`config.mk`:
```
export PLATFORM = sky130hd
export DESIGN_NAME = ttb_mul
export DESIGN_NICKNAME = d
export VERILOG_FILES = /design/src/ttb_pkg.sv /design/src/ttb_mul.sv
export SDC_FILE = /design/constraint.sdc
export NUM_CORES = 2
export LEC_CHECK = 0
export BUFFER_PORTS_ARGS = -buffer_cell sky130_fd_sc_hd__buf_4
export CAP_MARGIN = 20
export CORE_ASPECT_RATIO = 0.5
export CORE_MARGIN = 2
export CORE_UTILIZATION = 45
export CTS_CLUSTER_SIZE = 40
export DETAILED_ROUTE_END_ITERATION = 8
export MAX_ROUTING_LAYER = met4
export SYNTH_ARGS = -nofsm -noshare
export SYNTH_HDL_FRONTEND = slang
export SYNTH_SLANG_ARGS = --single-unit
export TNS_END_PERCENT = 50
```
`constraint.sdc`:
```
create_clock -name clk -period 8.46 [get_ports clk]
set_input_delay 0.846 -clock clk [delete_from_list [all_inputs] [get_ports clk]]
set_output_delay 0.846 -clock clk [all_outputs]
set_load 0.01 [all_outputs]
```
`src/ttb_pkg.sv`:
```
`timescale 1ns / 1ps
package ttb_pkg;

	localparam int WORD_W = 32;
	localparam int MUL_W  = 33;
	localparam int ACC_W  = 66;
	localparam int MAG_W  = 64;
	localparam int IN_W   = 256;
	localparam int OUT_W  = 192;

	localparam logic [WORD_W-1:0] SCALE_MIN = 32'h4000_0000;
	localparam logic [MAG_W-1:0]  SQRT_TOP  = 64'h4000_0000_0000_0000;

	typedef logic signed [WORD_W-1:0] word_t;
	typedef logic signed [MUL_W-1:0]  mop_t;
	typedef logic signed [ACC_W-1:0]  acc_t;

	// last declared field (pos_x) in the lowest bits of the packed vector
	typedef struct packed {
		word_t norm_z;
		word_t norm_y;
		word_t norm_x;
		word_t tex_v;
		word_t tex_u;
		word_t pos_z;
		word_t pos_y;
		word_t pos_x;
	} vertex_t;

	typedef enum logic [1:0] {
		SLOT_V0 = 2'd0,
		SLOT_V1 = 2'd1,
		SLOT_V2 = 2'd2
	} slot_t;

	typedef enum logic [4:0] {
		ST_IDLE,
		ST_PREP,
		ST_DET,
		ST_NT,
		ST_TDIV,
		ST_NB,
		ST_BDIV,
		ST_DOT,
		ST_G,
		ST_ABS,
		ST_SCALE,
		ST_SQ,
		ST_SQRT,
		ST_UDIV,
		ST_CR,
		ST_HAND,
		ST_EMIT
	} state_t;

	function automatic word_t sat32(acc_t v);
		word_t r;
		if ((&v[ACC_W-1:WORD_W-1]) || !(|v[ACC_W-1:WORD_W-1])) begin
			r = v[WORD_W-1:0];
		end else if (v[ACC_W-1]) begin
			r = 32'sh8000_0000;
		end else begin
			r = 32'sh7fff_ffff;
		end
		return r;
	endfunction

	function automatic word_t sat_sub(word_t a, word_t b);
		logic signed [WORD_W:0] d;
		word_t r;
		d = {a[WORD_W-1], a} - {b[WORD_W-1], b};
		if (d[WORD_W] == d[WORD_W-1]) begin
			r = d[WORD_W-1:0];
		end else if (d[WORD_W]) begin
			r = 32'sh8000_0000;
		end else begin
			r = 32'sh7fff_ffff;
		end
		return r;
	endfunction

	function automatic logic [MAG_W-1:0] mag64(acc_t v);
		acc_t n;
		n = v[ACC_W-1] ? -v : v;
		return n[MAG_W-1:0];
	endfunction

	function automatic acc_t ext_word(word_t w);
		return {{(ACC_W-WORD_W){w[WORD_W-1]}}, w};
	endfunction

	function automatic mop_t mop_word(word_t w);
		return {w[WORD_W-1], w};
	endfunction

	function automatic logic [1:0] next3(logic [1:0] i);
		return (i == 2'd2) ? 2'd0 : i + 2'd1;
	endfunction

	function automatic word_t pos_of(vertex_t v, logic [1:0] i);
		word_t r;
		case (i)
			2'd0: r = v.pos_x;
			2'd1: r = v.pos_y;
			default: r = v.pos_z;
		endcase
		return r;
	endfunction

	function automatic word_t norm_of(vertex_t v, logic [1:0] i);
		word_t r;
		case (i)
			2'd0: r = v.norm_x;
			2'd1: r = v.norm_y;
			default: r = v.norm_z;
		endcase
		return r;
	endfunction

endpackage

```
`src/ttb_mul.sv`:
```
`timescale 1ns / 1ps
module ttb_mul
	import ttb_pkg::*;
(
	input  logic clk,
	input  mop_t a,
	input  mop_t b,
	output acc_t prod_s1
);

	always_ff @(posedge clk) begin
		prod_s1 <= a * b;
	end

endmodule

```
==> run_results.csv <==
group,metric,value,unit
outcome,status,"finished, final reports clean",
place,dp_slack,-48.0,ps
timing,hold_viol_final,0,
floorplan,start_util,45.8,%
routing,routed.top_layer,"met4",
min_path,hp-class,"primary input to flop",
logic_synthesis,synth_top_area_share,56.3,%
worst_setup_path,crit_chain,"buf_4 -> nand2_1 -> fa_1 -> fa_1 -> fa_1 -> inv_1 -> fa_1 -> fa_1 -> fa_1 -> fa_1 -> inv_1 -> fa_1 -> inv_1 -> ha_1 -> nand3_1 -> nor2_2 -> a31oi_1 -> o221a_2 -> or2_2 -> nand3_2 -> a211oi_1 -> a311oi_1",
cts,clockBufferDepth,2,
timing,layout_min_cycle_time,8040,ps
worst_setup_path,startpoint_type,"primary input",
logic_synthesis,synthSimpleGateAreaFrac,15.8,%
routing,drtAntennaViolNets,0,
logic_synthesis,synth_async_sr_flop_share,0,%
floorplan,die_w,429,um
logic_synthesis,syn_area,0.0407,mm^2
timing,tightest_slew,619,ps
timing,relSlewSlack,58.7,%
routing,wirelength,109000,um
logic_synthesis,synth_top_flop_cell,"dfxtp_1",
floorplan,die_y,217,um
cts,cts_tree,"built",
cts,htree_levels,3,
final_layout,fill_cells,8515,
grt,grt_pass1_vias,31800,
place,dp_hpwl,91600,um
logic_synthesis,yosysTopAreaCell,"fa_1",
grt,grt_overflow,0,
worst_setup_path,end_kind,"flop",
logic_synthesis,synth_top_family_by_area,"adder cells",
worst_setup_path,required,8730,ps
cts,cts_root_buffer,"clkbuf_16",
logic_synthesis,synth_fa_ha_area_share,62.9,%
worst_setup_path,crit_end,"prod_s1[64]",
worst_setup_path,critPathMaxStageDelay,780,ps
logic_synthesis,synth-seq-cells,66,
timing,finalMaxSlewViolations,0,
grt,grt_pass1_wl,179000,um
routing,route.vias.total,28300,
timing,rsz0062_at_grt,"false",
routing,route.detailed.drc,0,
routing,wl_met3,3910,um
grt,grt.total_usage,25.6,%
final_layout,nNetsFinal,5761,
worst_setup_path,worstSetupPathType,"primary input to flop",
grt,grt_max_degree,34,
timing,timing.final.crit_share,95.0,%
routing,drt-met1-wl,43100,um
final_layout,drive_gt1_share,5.97,%
routing,wl_met2,58500,um
logic_synthesis,synth_nets,5767,
cts,cts_hold_buf,0,
routing,routedWlPerCell,19.8,um
worst_setup_path,crit_buf_inv,4,
logic_synthesis,ys_types,80,
final_layout,largest_reg_flops,66,
worst_setup_path,crit_cells,22,
worst_setup_path,cp_max_fo,33,
logic_synthesis,synth_edf_count,0,
floorplan,dieArea,0.0931,mm^2
floorplan,rows,77,
routing,dr.pass1.iters,5,
logic_synthesis,synth_xor_xnor_area_share,1.46,%
final_layout,regMostFlops,"prod_s1",
timing,fin_ws,423,ps
worst_setup_path,arrival,8300,ps
logic_synthesis,avgSynthCellArea,9.39,um^2
worst_setup_path,startpoint,"b[9]",
cts,cts_made_buffers,9,
flow_run,maxCapViolCount,0,
final_layout,area_delta_synth_final,6.18,%
timing,clock.fmax,124,MHz
floorplan,num_io_pins,133,
logic_synthesis,synth_area_leaders,"fa_1, inv_1, and2_1",
final_layout,reg_top3,"prod_s1 x66",
logic_synthesis,synth_commonest_cells,"fa_1, inv_1, and2_1",
worst_setup_path,cpMaxStageDelayCell,"fa_1",
logic_synthesis,syn_inst,4338,
cts,post_cts_buffers,0,
place,gp_congestion,0.902,
grt,grt_antenna_before_repair,5,
floorplan,fp.coreArea,0.0890,mm^2
logic_synthesis,yosysMostFrequentCell,"fa_1",
routing,drtIter0Drc,1557,
logic_synthesis,synthMuxAreaShare,0,%
cts,cts.sinks,66,
place,port_buffers,132,
logic_synthesis,synth-compound-area-share,4.07,%
worst_setup_path,crit_top_cell,"fa_1",
worst_setup_path,critPathTopFamily,"adder cells",
routing,via_per_inst,5.13,
cts,clkTransAtPathRegs,70,ps
logic_synthesis,yosysSeqAreaShare,3.24,%
logic_synthesis,yosysWarnings,0,
timing,setup_violations,0,
-- placed cells by master, fill, tap and decap left out, types with 25 or more instances in the layout --
cell	instances
fa_1	1145
inv_1	1131
and2_1	562
nand2_1	551
ha_1	217
buf_4	203
nor2_1	67
dfxtp_1	66
a21oi_1	56
xnor2_1	43
a21o_1	36
o21ai_0	25
nand3_1	25
xor2_1	25
-- metal layers --
metal  GRT usage, %  vias to the layer above
met2           45.0                      677
met1           31.6                    15200
met5              -                        -
li1               -                    12300
met4           8.16                        0
met3           2.04                      168
-- metrics by stage --
step           cells  setup TNS (ps)  utilization, %  hold slack [ps]  cell area [um^2]
3_3_place_gp    5506               0            48.2             1240             42900
4_1_cts         5522               0            48.6              969             43200
2_1_floorplan   4338               0               -              973             40700
5_1_grt         5525               0            48.6              999             43300
6_report        5526               0            48.6              989             43300
3_5_place_dp    5506           -85.4            48.2             1240             42900
-- how the worst min path moves through the flow --
stage	from	to	slack, ps	cells past startpoint
4_1_cts	b[0]	prod_s1[0]	970	2
3_3_place_gp	prod_s1[7]	prod_s1[7]	1240	1
5_1_grt	b[0]	prod_s1[0]	1000	2
2_1_floorplan	a[0]	prod_s1[0]	970	1
3_5_place_dp	prod_s1[15]	prod_s1[15]	1240	1
6_report	b[0]	prod_s1[0]	990	2
-- final cells by class --
class                           instances  area [um^2]  area share, %
Clock inverter                          7          100          0.231
Antenna cell                            4         10.0         0.0231
Clock buffer                            9          225          0.521
Tap cell                             1185         1480           3.43
Inverter                             1131         4250           9.82
Multi-Input combinational cell       2920        34300           79.4
Sequential cell                        66         1320           3.05
Timing Repair Buffer                  204         1540           3.57
-- cells by family after synthesis --
kind of cell,count (synthesis)
AOI/OAI and AO/OA,219
xor gates and xnor gates,68
adders and majority gates,1362
buffers and inverters,1352
DFF,66
and+or+nand+nor,1271
-- timing repair --
action,CTS,global route
resized for setup,0,3
hold endpoints to repair,0,0
endpoints found under the setup margin,0,2
Power is left out: the tool's default activity adds up to more than one toggle a clock period on the data nets, which glitch-free logic cannot reach.
