--- src/ttb_pkg.sv ---
`timescale 1ns / 1ps
package ttb_pkg;

	localparam int WORD_W = 32;
	localparam int MUL_W  = 33;
	localparam int ACC_W  = 66;
	localparam int MAG_W  = 64;
	localparam int IN_W   = 256;
	localparam int OUT_W  = 192;

	localparam logic [WORD_W-1:0] SCALE_MIN = 32'h4000_0000;
	localparam logic [MAG_W-1:0]  SQRT_TOP  = 64'h4000_0000_0000_0000;

	typedef logic signed [WORD_W-1:0] word_t;
	typedef logic signed [MUL_W-1:0]  mop_t;
	typedef logic signed [ACC_W-1:0]  acc_t;

	// last declared field (pos_x) in the lowest bits of the packed vector
	typedef struct packed {
		word_t norm_z;
		word_t norm_y;
		word_t norm_x;
		word_t tex_v;
		word_t tex_u;
		word_t pos_z;
		word_t pos_y;
		word_t pos_x;
	} vertex_t;

	typedef enum logic [1:0] {
		SLOT_V0 = 2'd0,
		SLOT_V1 = 2'd1,
		SLOT_V2 = 2'd2
	} slot_t;

	typedef enum logic [4:0] {
		ST_IDLE,
		ST_PREP,
		ST_DET,
		ST_NT,
		ST_TDIV,
		ST_NB,
		ST_BDIV,
		ST_DOT,
		ST_G,
		ST_ABS,
		ST_SCALE,
		ST_SQ,
		ST_SQRT,
		ST_UDIV,
		ST_CR,
		ST_HAND,
		ST_EMIT
	} state_t;

	function automatic word_t sat32(acc_t v);
		word_t r;
		if ((&v[ACC_W-1:WORD_W-1]) || !(|v[ACC_W-1:WORD_W-1])) begin
			r = v[WORD_W-1:0];
		end else if (v[ACC_W-1]) begin
			r = 32'sh8000_0000;
		end else begin
			r = 32'sh7fff_ffff;
		end
		return r;
	endfunction

	function automatic word_t sat_sub(word_t a, word_t b);
		logic signed [WORD_W:0] d;
		word_t r;
		d = {a[WORD_W-1], a} - {b[WORD_W-1], b};
		if (d[WORD_W] == d[WORD_W-1]) begin
			r = d[WORD_W-1:0];
		end else if (d[WORD_W]) begin
			r = 32'sh8000_0000;
		end else begin
			r = 32'sh7fff_ffff;
		end
		return r;
	endfunction

	function automatic logic [MAG_W-1:0] mag64(acc_t v);
		acc_t n;
		n = v[ACC_W-1] ? -v : v;
		return n[MAG_W-1:0];
	endfunction

	function automatic acc_t ext_word(word_t w);
		return {{(ACC_W-WORD_W){w[WORD_W-1]}}, w};
	endfunction

	function automatic mop_t mop_word(word_t w);
		return {w[WORD_W-1], w};
	endfunction

	function automatic logic [1:0] next3(logic [1:0] i);
		return (i == 2'd2) ? 2'd0 : i + 2'd1;
	endfunction

	function automatic word_t pos_of(vertex_t v, logic [1:0] i);
		word_t r;
		case (i)
			2'd0: r = v.pos_x;
			2'd1: r = v.pos_y;
			default: r = v.pos_z;
		endcase
		return r;
	endfunction

	function automatic word_t norm_of(vertex_t v, logic [1:0] i);
		word_t r;
		case (i)
			2'd0: r = v.norm_x;
			2'd1: r = v.norm_y;
			default: r = v.norm_z;
		endcase
		return r;
	endfunction

endpackage

--- src/ttb_sqrt.sv ---
`timescale 1ns / 1ps
module ttb_sqrt
	import ttb_pkg::*;
(
	input  logic              clk,
	input  logic              arst_n,
	input  logic              start,
	input  logic [MAG_W-1:0]  rad,
	output logic              done,
	output logic [WORD_W-1:0] root
);

	logic [MAG_W-1:0] x_q;
	logic [MAG_W-1:0] res_q;
	logic [MAG_W-1:0] bit_q;
	logic             busy_q;
	logic             done_q;
	logic [MAG_W-1:0] sum;
	logic             take;

	always_comb begin
		sum  = res_q + bit_q;
		take = x_q >= sum;
		done = done_q;
		root = res_q[WORD_W-1:0];
	end

	always_ff @(posedge clk or negedge arst_n) begin
		if (!arst_n) begin
			busy_q <= 1'b0;
			done_q <= 1'b0;
		end else begin
			done_q <= 1'b0;
			if (start) begin
				busy_q <= 1'b1;
			end else if (busy_q && bit_q[0]) begin
				busy_q <= 1'b0;
				done_q <= 1'b1;
			end
		end
	end

	// two radicand bits per cycle while busy
	always_ff @(posedge clk) begin
		if (start) begin
			x_q   <= rad;
			res_q <= '0;
			bit_q <= SQRT_TOP;
		end else if (busy_q) begin
			if (take) begin
				x_q   <= x_q - sum;
				res_q <= (res_q >> 1) + bit_q;
			end else begin
				res_q <= res_q >> 1;
			end
			bit_q <= bit_q >> 2;
		end
	end

endmodule

--- config.mk ---
export PLATFORM = sky130hd
export DESIGN_NAME = ttb_sqrt
export DESIGN_NICKNAME = d
export VERILOG_FILES = /design/src/ttb_pkg.sv /design/src/ttb_sqrt.sv
export SDC_FILE = /design/constraint.sdc
export NUM_CORES = 1
export LEC_CHECK = 0
export BUFFER_PORTS_ARGS = -buffer_cell sky130_fd_sc_hd__buf_4
export CORE_AREA = 10 10 222 224
export DETAILED_ROUTE_END_ITERATION = 10
export DIE_AREA = 0 0 232 234
export HOLD_SLACK_MARGIN = 0.15
export PLACE_DENSITY_LB_ADDON = 0.05
export SLEW_MARGIN = 20
export SYNTH_ARGS = -nofsm -noshare
export SYNTH_HDL_FRONTEND = slang
export SYNTH_SLANG_ARGS = --single-unit
export TNS_END_PERCENT = 1
--- constraint.sdc ---
create_clock -name clk -period 13.8 [get_ports clk]
set_input_delay 2.76 -clock clk [delete_from_list [all_inputs] [get_ports clk]]
set_output_delay 2.76 -clock clk [all_outputs]
set_load 0.005 [all_outputs]
==> summary.md <==
| Metric | Value |
|---|---|
| Core footprint | `between 40000 and 50000 µm²` |
| Combinational share of power | `slightly above 60%` |
| DR iter-0 viols | `between 900 and 1000` |
| IO Port Bufs | `99` |
| HP Class | `reg -> reg` |
| CTS sink count | `between 150 and 200` |
| Post-cts resize count | `0` |
| Global-route wire length before repair | `82.4 mm` |
| WS Path Type | `reg -> reg` |
| Worst EP arrival | `8.01 ns` |
| DR pass1 iterations | `5` |
| Fillers | `4740` |
| Switching Share | `around 50%` |
| Root buf cell | `clkbuf_16` |
| Die extent in y | `234 µm` |
| Clk pwr share | `between 10% and 20%` |
| Fin. Hold Viols | `0` |
| Worst Skew | `between 0.01 and 0.015 ns` |
| GRT Total Usage | `19.4%` |
| Fin crit period | `7.89 ns` |
| Syn nets | `2195` |
| Setup Viol. Count Final | `0` |
| Post-synth cell types | `84` |
| DRC viols | `0` |
| WL final | `approximately 53 mm` |
| # rows | `78` |
| Total Nets Final | `2178` |
| Clock buffer depth | `2` |
| Routed wire per std cell | `a little over 20 µm` |
| Run status | `finished, final reports clean` |
| Multi-input gate area | `10800 µm²` |
| Leading area contributor after synthesis | `dfxtp_1` |
| Seq/Total Area, Yosys | `25.0%` |
| Vias in the first global route | `14400` |
| Total CTS buffers | `17` |
| Most common cell in the netlist | `nand2_1` |
| Postcts setup bufs | `0` |
| Ant. Diodes | `0` |
| Clk_lat worst skew | `about 0.50 ns` |
| Post-cts hold buffer count | `0` |
| RSZ-0062 raised after global routing | `false` |
| Asr flop ratio synth | `1.23%` |
| Die X-Extent | `232 µm` |
| Number of I/O pins | `100` |
| Top cell type's share of synthesized area | `between 10 and 15%` |
| Grt ovf | `0` |
| Via count | `14700` |
| Layout cells sized above 1 | `9.58%` |
| LEAKAGE | `around 6.7 nW` |
| Top cells by area, synth | `dfxtp_1, edfxtp_1, ha_1` |
| Area Overhead vs Synth | `9.66%` |
| CTS HTree Levels | `4` |
| Max cap viols | `0` |
| CP Capture Type | `flop` |
| Largest net degree at the start of global routing | `between 80 and 90` |
| Commonest cells post-synth | `nand2_1, nor2_1, o21ai_0, ha_1, a21oi_1` |
| Period utilization | `between 50% and 60%` |
| Routed Antenna Nets | `0` |
| Power per cell area | `204 nW/µm²` |
| Seq cells post-synth | `162` |
| CTS clk-pin slew, worst paths | `0.07 ns` |
| Max-slew headroom | `34.1%` |
| Setup tns final | `0 ns` |
| Syn Inst Count | `1997` |
| Fmax | `around 130 MHz` |
| Routability cong. | `around 0.95` |
| Number of flops mapped to enable cells by yosys | `64` |
| Internal power | `0.00178 W` |
| Die ar. | `54300 µm²` |
| Ys Warns | `0` |
| Post-DP HPWL | `41.0 mm` |
| Starting density of the core | `34.6%` |
| Peak supply drop | `0.172 mV` |
| Worst Path Max Fanout | `73` |
| Routed vias/inst | `approximately 5.7` |
| Post-synthesis instance area | `15500 µm²` |
| Total power | `0.00347 W` |
| Avg Cell Area, Syn | `between 7 and 8 µm²` |
| WP data required | `13.92 ns` |
| Psw | `roughly 0.0017 W` |
| Reg area | `about 3900 µm²` |
| Startpoint types | `flop` |
| Pins Over Slew Limit | `0` |
| Top_reg_cell synth | `dfxtp_1` |
| Initial antenna violation count | `0` |
| TritonCTS clock tree | `built` |
| Worst-Margin Slew | `0.982 ns` |
| Reg power frac | `23.7%` |
-- registers in the layout, summed over array words and instances (netlist names) --
name	cells
bit_q	32
busy_q	1
done	1
res_q	64
x_q	64
-- cell type report --
cell class                 count  area share [%]
multi-input combinational   1648            63.6
sequential                   162            22.9
timing repair buffer         109            4.82
tap                          600            4.40
clock buffer                  22            2.85
inverter                      42           0.925
clock inverter                10           0.565
-- critical path: stages (launching register included) --
cell and delay (ns):
dfxtp_1 0.40, ha_1 0.21, ha_1 0.19, a21oi_1 0.09, o21bai_1 0.18, a31oi_1 0.17, o31ai_1 0.74, a21oi_1 0.26
o31ai_1 0.44, a31o_2 0.28, a21oi_1 0.12, mux2_2 0.29, a2111oi_0 0.75, ha_1 0.35, nand4_1 0.20, nor4_1 0.65
o2111a_1 0.28, o31ai_1 0.10, and3_2 0.25, buf_4 0.34, o21ai_4 0.36, buf_4 0.69
-- layout by cell type (no fill, tap or decap), types with 6 or more instances in the layout --
cell       count
a221oi_1      12
dfxtp_1       96
a21oi_1      113
ha_1         130
nand2b_1      15
and2_1        13
nor3_1        29
a311oi_1      23
a21boi_0       6
or3_1         25
nand3_1       34
xor2_1        76
edfxtp_1      64
or2_2          7
a21o_1        39
o21ai_0      189
clkbuf_16     18
nor4_1         7
a211oi_1      30
nor2_1       210
nor2b_1       15
o211ai_1      12
a31oi_1       73
o21a_1        16
xnor2_1       67
o31ai_1       12
nand2_1      227
inv_1         42
o21bai_1      35
a31o_2        17
nand4_1       46
buf_4        108
mux2i_1       48
and4_1         8
and3_1        14
-- final timing paths --
kind / start / slack, ns / end / cells after the start
setup / recovery: bit_q[0] / 5.91 / x_q[62] / 21
hold / removal: res_q[0] / 0.51 / res_q[0] / 2
setup reg to reg: bit_q[0] / 5.91 / x_q[62] / 21
hold reg to reg: res_q[0] / 0.51 / res_q[0] / 2
max in group asynchronous: arst_n / 11.67 / busy_q / 1
min in group asynchronous: arst_n / 2.03 / busy_q / 1
-- layer usage --
metal	vias up	GRT usage (%)	routed length [µm]
met5	-	0	0
met4	0	6.88	1200
met3	62	3.61	2180
met2	292	34.6	26800
met1	7010	22.9	23000
li1	7363	-	-
-- logic make-up (layout without fill, tap and decap cells) --
kind of cell,after synthesis,count (layout),share of synthesized area (%)
AO/OA/AOI/OAI,654,654,27.8
multiplexers,53,53,3.45
flip-flops,162,162,25.0
AND/OR/NAND/NOR,667,667,19.7
adder cells (fa/ha/maj),131,131,10.6
XOR/XNOR,143,143,8.06
buffers and inverters,187,183,5.35
-- metrics by stage --
| step | instances | setup WS (ns) | util, % | hold WS, ns | cell area (µm²) |
|---|---|---|---|---|---|
| 2_1_floorplan | 1997 | 3.95 | - | 0.474 | 15500 |
| 3_3_place_gp | 2561 | 6.30 | 36.7 | 0.504 | 16500 |
| 3_5_place_dp | 2561 | 5.96 | 36.7 | 0.509 | 16500 |
| 4_1_cts | 2593 | 5.95 | 38.0 | 0.517 | 17000 |
| 5_1_grt | 2593 | 5.45 | 38.0 | 0.569 | 17000 |
| 6_report | 2593 | 5.91 | 38.0 | 0.514 | 17000 |
-- power groups by stage --
stage	Sequential [W]	Combinational [W]	Clock [W]
global route	0.000839	0.00238	0.000534
floorplan	0.000773	0.00162	0
CTS	0.000827	0.00215	0.000519
finish	0.000823	0.00215	0.000501
detailed placement	0.000835	0.00213	0
global placement	0.000838	0.00214	0
Note: power is estimated with default switching activity, not from simulation.
