## config.mk

```make
export PLATFORM = sky130hd
export DESIGN_NAME = ttb_div
export DESIGN_NICKNAME = d
export VERILOG_FILES = /design/src/ttb_pkg.sv /design/src/ttb_div.sv
export SDC_FILE = /design/constraint.sdc
export NUM_CORES = 1
export LEC_CHECK = 0
export ABC_CLOCK_PERIOD_IN_PS = 6450
export BUFFER_PORTS_ARGS = -buffer_cell sky130_fd_sc_hd__clkbuf_2
export CAP_MARGIN = 20
export CORE_MARGIN = 4
export CORE_UTILIZATION = 41
export DETAILED_ROUTE_END_ITERATION = 6
export PLACE_DENSITY = 0.61
export SLEW_MARGIN = 20
export SYNTH_ARGS = -nofsm -noshare
export SYNTH_HDL_FRONTEND = slang
export SYNTH_SLANG_ARGS = --single-unit
export TNS_END_PERCENT = 50
```

## constraint.sdc

```tcl
create_clock -name clk -period 6.45 [get_ports clk]
set_input_delay 0.645 -clock clk [delete_from_list [all_inputs] [get_ports clk]]
set_output_delay 0.645 -clock clk [all_outputs]
set_load 0.1 [all_outputs]
```

## src/ttb_pkg.sv

```systemverilog
`timescale 1ns / 1ps
package ttb_pkg;

	localparam int WORD_W = 32;
	localparam int MUL_W  = 33;
	localparam int ACC_W  = 66;
	localparam int MAG_W  = 64;
	localparam int IN_W   = 256;
	localparam int OUT_W  = 192;

	localparam logic [WORD_W-1:0] SCALE_MIN = 32'h4000_0000;
	localparam logic [MAG_W-1:0]  SQRT_TOP  = 64'h4000_0000_0000_0000;

	typedef logic signed [WORD_W-1:0] word_t;
	typedef logic signed [MUL_W-1:0]  mop_t;
	typedef logic signed [ACC_W-1:0]  acc_t;

	// last declared field (pos_x) in the lowest bits of the packed vector
	typedef struct packed {
		word_t norm_z;
		word_t norm_y;
		word_t norm_x;
		word_t tex_v;
		word_t tex_u;
		word_t pos_z;
		word_t pos_y;
		word_t pos_x;
	} vertex_t;

	typedef enum logic [1:0] {
		SLOT_V0 = 2'd0,
		SLOT_V1 = 2'd1,
		SLOT_V2 = 2'd2
	} slot_t;

	typedef enum logic [4:0] {
		ST_IDLE,
		ST_PREP,
		ST_DET,
		ST_NT,
		ST_TDIV,
		ST_NB,
		ST_BDIV,
		ST_DOT,
		ST_G,
		ST_ABS,
		ST_SCALE,
		ST_SQ,
		ST_SQRT,
		ST_UDIV,
		ST_CR,
		ST_HAND,
		ST_EMIT
	} state_t;

	function automatic word_t sat32(acc_t v);
		word_t r;
		if ((&v[ACC_W-1:WORD_W-1]) || !(|v[ACC_W-1:WORD_W-1])) begin
			r = v[WORD_W-1:0];
		end else if (v[ACC_W-1]) begin
			r = 32'sh8000_0000;
		end else begin
			r = 32'sh7fff_ffff;
		end
		return r;
	endfunction

	function automatic word_t sat_sub(word_t a, word_t b);
		logic signed [WORD_W:0] d;
		word_t r;
		d = {a[WORD_W-1], a} - {b[WORD_W-1], b};
		if (d[WORD_W] == d[WORD_W-1]) begin
			r = d[WORD_W-1:0];
		end else if (d[WORD_W]) begin
			r = 32'sh8000_0000;
		end else begin
			r = 32'sh7fff_ffff;
		end
		return r;
	endfunction

	function automatic logic [MAG_W-1:0] mag64(acc_t v);
		acc_t n;
		n = v[ACC_W-1] ? -v : v;
		return n[MAG_W-1:0];
	endfunction

	function automatic acc_t ext_word(word_t w);
		return {{(ACC_W-WORD_W){w[WORD_W-1]}}, w};
	endfunction

	function automatic mop_t mop_word(word_t w);
		return {w[WORD_W-1], w};
	endfunction

	function automatic logic [1:0] next3(logic [1:0] i);
		return (i == 2'd2) ? 2'd0 : i + 2'd1;
	endfunction

	function automatic word_t pos_of(vertex_t v, logic [1:0] i);
		word_t r;
		case (i)
			2'd0: r = v.pos_x;
			2'd1: r = v.pos_y;
			default: r = v.pos_z;
		endcase
		return r;
	endfunction

	function automatic word_t norm_of(vertex_t v, logic [1:0] i);
		word_t r;
		case (i)
			2'd0: r = v.norm_x;
			2'd1: r = v.norm_y;
			default: r = v.norm_z;
		endcase
		return r;
	endfunction

endpackage

```

## src/ttb_div.sv

```systemverilog
`timescale 1ns / 1ps
module ttb_div
	import ttb_pkg::*;
#(
	parameter int FRAC_BITS = 16
) (
	input  logic              clk,
	input  logic              arst_n,
	input  logic              start,
	input  logic [MAG_W-1:0]  num_mag,
	input  logic [MAG_W-1:0]  den_mag,
	input  logic              neg,
	output logic              done,
	output word_t             quo
);

	localparam int DVD_W = MAG_W + FRAC_BITS;
	localparam int CNT_W = $clog2(DVD_W);

	logic [DVD_W-1:0]  dvd_q;
	logic [MAG_W-1:0]  rem_q;
	logic [MAG_W-1:0]  den_q;
	logic [WORD_W-1:0] quo_q;
	logic              ovf_q;
	logic              neg_q;
	logic [CNT_W-1:0]  cnt_q;
	logic              busy_q;
	logic              done_q;

	logic [MAG_W:0]    rem_sh;
	logic [MAG_W:0]    diff;
	logic              take;
	logic [MAG_W-1:0]  rem_next;
	logic [WORD_W-1:0] lim;
	logic [WORD_W-1:0] mq;

	// one quotient bit per cycle while busy, restoring
	always_comb begin
		rem_sh   = {rem_q, dvd_q[DVD_W-1]};
		diff     = rem_sh - {1'b0, den_q};
		take     = !diff[MAG_W];
		rem_next = take ? diff[MAG_W-1:0] : rem_sh[MAG_W-1:0];
		lim      = neg_q ? 32'h8000_0000 : 32'h7fff_ffff;
		mq       = (ovf_q || (quo_q > lim)) ? lim : quo_q;
		quo      = neg_q ? -mq : mq;
		done     = done_q;
	end

	always_ff @(posedge clk or negedge arst_n) begin
		if (!arst_n) begin
			busy_q <= 1'b0;
			done_q <= 1'b0;
			cnt_q  <= '0;
		end else begin
			done_q <= 1'b0;
			if (start) begin
				busy_q <= 1'b1;
				cnt_q  <= CNT_W'(DVD_W - 1);
			end else if (busy_q) begin
				if (cnt_q == '0) begin
					busy_q <= 1'b0;
					done_q <= 1'b1;
				end else begin
					cnt_q <= cnt_q - 1'b1;
				end
			end
		end
	end

	always_ff @(posedge clk) begin
		if (start) begin
			dvd_q <= {num_mag, {FRAC_BITS{1'b0}}};
			rem_q <= '0;
			den_q <= den_mag;
			quo_q <= '0;
			ovf_q <= 1'b0;
			neg_q <= neg;
		end else if (busy_q) begin
			dvd_q <= {dvd_q[DVD_W-2:0], 1'b0};
			rem_q <= rem_next;
			quo_q <= {quo_q[WORD_W-2:0], take};
			ovf_q <= ovf_q | quo_q[WORD_W-1];
		end
	end

endmodule

```

==> impl_metrics.env <==
export IMPL_outcome="complete, no violations"
export IMPL_vias_per_cell=5.72
export IMPL_static_leakage_nw=7.64
export IMPL_synthDistinctLibCells=71
export IMPL_h_tree_levels=1
export IMPL_cts_tree="done"
export IMPL_synthesis_to_finish_area_growth_pct=14.4
export IMPL_cap_viol_max_count=0
export IMPL_cts_clk_slew_worst_paths_ns=0.07
export IMPL_critPathCaptureType="output port"
export IMPL_worstSetupPathType="flip-flop to output port"
export IMPL_critical_path_arrival_ns=5.28
export IMPL_route_vias_total=13000
export IMPL_switching_share_of_power=0.257
export IMPL_post_route_period_util=0.919
export IMPL_design_die_area_mm2=0.0399
export IMPL_portion_of_total_power_attributed_to_the_clock_network=0.412
export IMPL_layout_cells_most_common_list="183 x nand2_1, 154 x nor2_1, 153 x clkbuf_2"
export IMPL_cpLargestDelayFamily="simple AND/OR/NAND/NOR gates"
export IMPL_grtUsageTotal=0.189
export IMPL_initial_utilization=0.420
export IMPL_finish_cell_count_without_fillers=2265
export IMPL_slew_margin_rel=0.440
export IMPL_layout_cells_most_common="nand2_1"
export IMPL_synth_nets=1911
export IMPL_p_sw_uw=939
export IMPL_syn_area_per_cell_um2=8.98
export IMPL_grt_pass1_wl_um=63200
export IMPL_clk_insertion_delay_late_ns=0.56
export IMPL_fin_worst_skew_ns=0.0131
export IMPL_grt_max_degree=75
export IMPL_critical_path_most_common_cell="nand2_1"
export IMPL_crit_path_start_kind="flip-flop"
export IMPL_detailedPlacementHpwl_um=27900
export IMPL_port_buffers=164
export IMPL_worstPathMaxFanout=16
export IMPL_num_io_pins=165
export IMPL_mappedNetlistArea_mm2=0.0151
export IMPL_synth_async_reset_ratio=0.0383
export IMPL_route_final_wire_length_um=39200
export IMPL_worst_reg2reg_path_depth=14
export IMPL_cells_after_dpl=2213
export IMPL_timing_hold_violations_final=0
export IMPL_cellPowerDensity_mw_per_mm2=212
export IMPL_r2r_setup_slack_ns=2.18
export IMPL_hold_crit_path_type="input pin to flip-flop"
export IMPL_synthCells=1679
export IMPL_synth_yosys_warnings=0
export IMPL_drt_initial_drc_count=868
export IMPL_ys_ff_latch=235
export IMPL_synth_enable_flop_cells=129
export IMPL_seqPwrFrac=0.463
export IMPL_dp_worst_setup_slack_ns=0.913
export IMPL_slowest_stage="edfxtp_1"
export IMPL_finalWorstPathRequiredPeriod_ns=5.93
export IMPL_number_of_design_rule_violations_left_after_detail_routing=0
export IMPL_global_route_overflow_total=0
export IMPL_layout_drive_gt1_share=0.170
export IMPL_clock_sink_count=235
export IMPL_fill_cell_instance_count_of_the_final_layout=3536
export IMPL_core_mm2=0.0359
export IMPL_cell_breakdown_of_the_critical_path="clkbuf_8 -> ha_1 -> nand2_1 -> nor4_1 -> o21ai_0 -> o211ai_1 -> a211oi_1 -> a31oi_2 -> nand2_1 -> a21boi_2 -> inv_1 -> ha_1 -> nand2_1 -> nor2_1 -> o21bai_1 -> and3_1 -> o31ai_2 -> buf_12"
export IMPL_worst_ep_required_time_ns=5.80
export IMPL_clockRootBuffer="clkbuf_16"
export IMPL_tritoncts_num_buffers=27
export IMPL_worstSetupPathDepth=18
export IMPL_internal_power_mw=2.72
export IMPL_finalHoldWorstSlack_ns=0.264
export IMPL_tightest_slew_ns=0.841
export IMPL_antenna_cells_inserted=0
export IMPL_grt_setup_unrepaired="no"
export IMPL_synth_sequential_area_ratio=0.401
export IMPL_critical_path_n_buffers_inverters=3
export IMPL_finalSetupViolCount=0
export IMPL_antenna_found_initial=1
export IMPL_cts_repair_resized=0
export IMPL_first_global_vias=12400
export IMPL_vdd_ir_drop_max_uv=164
export IMPL_drt_pre_antenna_iters=7
export IMPL_final_net_count=2015
export IMPL_place_gp_congestion=0.906
export IMPL_per_cell_routed_wire_length_um=17.3
export IMPL_horizontal_extent_of_the_die_um=200
export IMPL_drv_slew=0
export IMPL_fmax_mhz=169
export IMPL_floorplan_rows=69
export IMPL_postSynth_topFlopCell="edfxtp_1"
export IMPL_clockBufferDepth=3
export IMPL_setup_slack_ns=0.523
export IMPL_ant_nets=0
export IMPL_worst_hold_path_depth=1
export IMPL_die_height_um=200
export IMPL_combinational_group_share_of_total_power=0.125
export IMPL_timing_critical_path_slowest_cell_delay_ns=0.63
[synth_stat cells (all sizes together) (6+ instances only)]
library cell,instances,share of area
xnor2,26,0.015
nor4,13,0.0054
clkbuf,82,0.020
nand3,43,0.014
a32oi,8,0.0046
buf,23,0.0072
mux2i,40,0.027
nor2b,6,0.0025
dfxtp,97,0.13
mux2,63,0.047
a311oi,33,0.019
o21ai,95,0.032
o21bai,16,0.0080
o311ai,14,0.0081
ha,99,0.082
a21oi,131,0.043
and2,6,0.0025
dfrtp,9,0.015
a21o,39,0.019
a31oi,11,0.0046
a211oi,13,0.0065
nand2b,8,0.0033
edfxtp,129,0.26
inv,95,0.024
xor2,30,0.017
nand2,183,0.046
nand4,33,0.014
or3,14,0.0058
nor3,37,0.012
o21a,17,0.0085
nor2,157,0.039
and3,14,0.0058
o31ai,13,0.0065
[worst register-to-register path, delay by kind of cell (launching register included)]
kind	cells	cell delay (ns)
AO/OA/AOI/OAI	6	1.78
flip-flops	1	0.46
AND/OR/NAND/NOR	4	1.02
buffers and inverters	2	0.52
adder cells (fa/ha/maj)	2	0.41
[flip-flops by register name, indices dropped and copies added, names as in the netlist]
register	count
rem_q	64
ovf_q	1
quo_q	32
dvd_q	64
done	1
cnt_q	7
den_q	64
busy_q	1
neg_q	1
[power groups by stage]
| stage | combinational [mW] | clock [mW] | sequential, mW |
|---|---|---|---|
| after global routing | 0.503 | 1.63 | 1.70 |
| after CTS | 0.457 | 1.57 | 1.70 |
| after detailed placement | 0.454 | 0 | 1.73 |
| final | 0.458 | 1.51 | 1.69 |
| after floorplan | 0.320 | 0 | 1.72 |
| after global placement | 0.448 | 0 | 1.73 |
[what timing repair did]
item / CTS / global route
hold endpoints to repair: 9 / 0
setup buffers: 0 / 1
hold buffers: 1 / 0
endpoints found under the setup margin: 0 / 1
[layout make-up]
type,count,area (um^2),area share
clock inverters,12,136,0.00791
inverters,95,357,0.0207
repair buffers,180,1080,0.0628
multi-input cells,1244,8310,0.482
clock buffers,38,737,0.0427
well taps,461,577,0.0334
flip-flops and latches,235,6040,0.350
[worst paths after layout]
check                            endpoint        start
min in group asynchronous        cnt_q[3]       arst_n
worst min register to register  rem_q[55]    rem_q[55]
worst max-delay path              quo[28]        neg_q
worst min-delay path            den_q[48]  den_mag[48]
worst max register to register  rem_q[59]    dvd_q[79]
max in group asynchronous          busy_q       arst_n
[layer usage]
metal | GRT usage | share of wire
met4 | 0.0410 | 0.018
met2 | 0.303 | 0.46
met3 | 0.0319 | 0.057
met5 | 0 | 0.00020
met1 | 0.272 | 0.47
[cells by family after synthesis]
logic type                 share of synthesized area
AOI/OAI and AO/OA                              0.196
buffers and inverters                         0.0513
xor gates and xnor gates                      0.0325
adders and majority gates                     0.0835
and+or+nand+nor                                0.162
muxes                                         0.0736
DFF                                            0.401
[stage by stage]
stage | area [um^2] | power, mW | util | setup TNS, ns
finish | 17200 | 3.66 | 0.480 | 0
global route | 17200 | 3.83 | 0.480 | 0
CTS | 17200 | 3.72 | 0.480 | 0
detailed placement | 16300 | 2.18 | 0.455 | 0
global placement | 16300 | 2.17 | 0.455 | 0
floorplan | 15100 | 2.04 | - | -2.96
No activity file was read; power rests on OpenSTA's default activity.
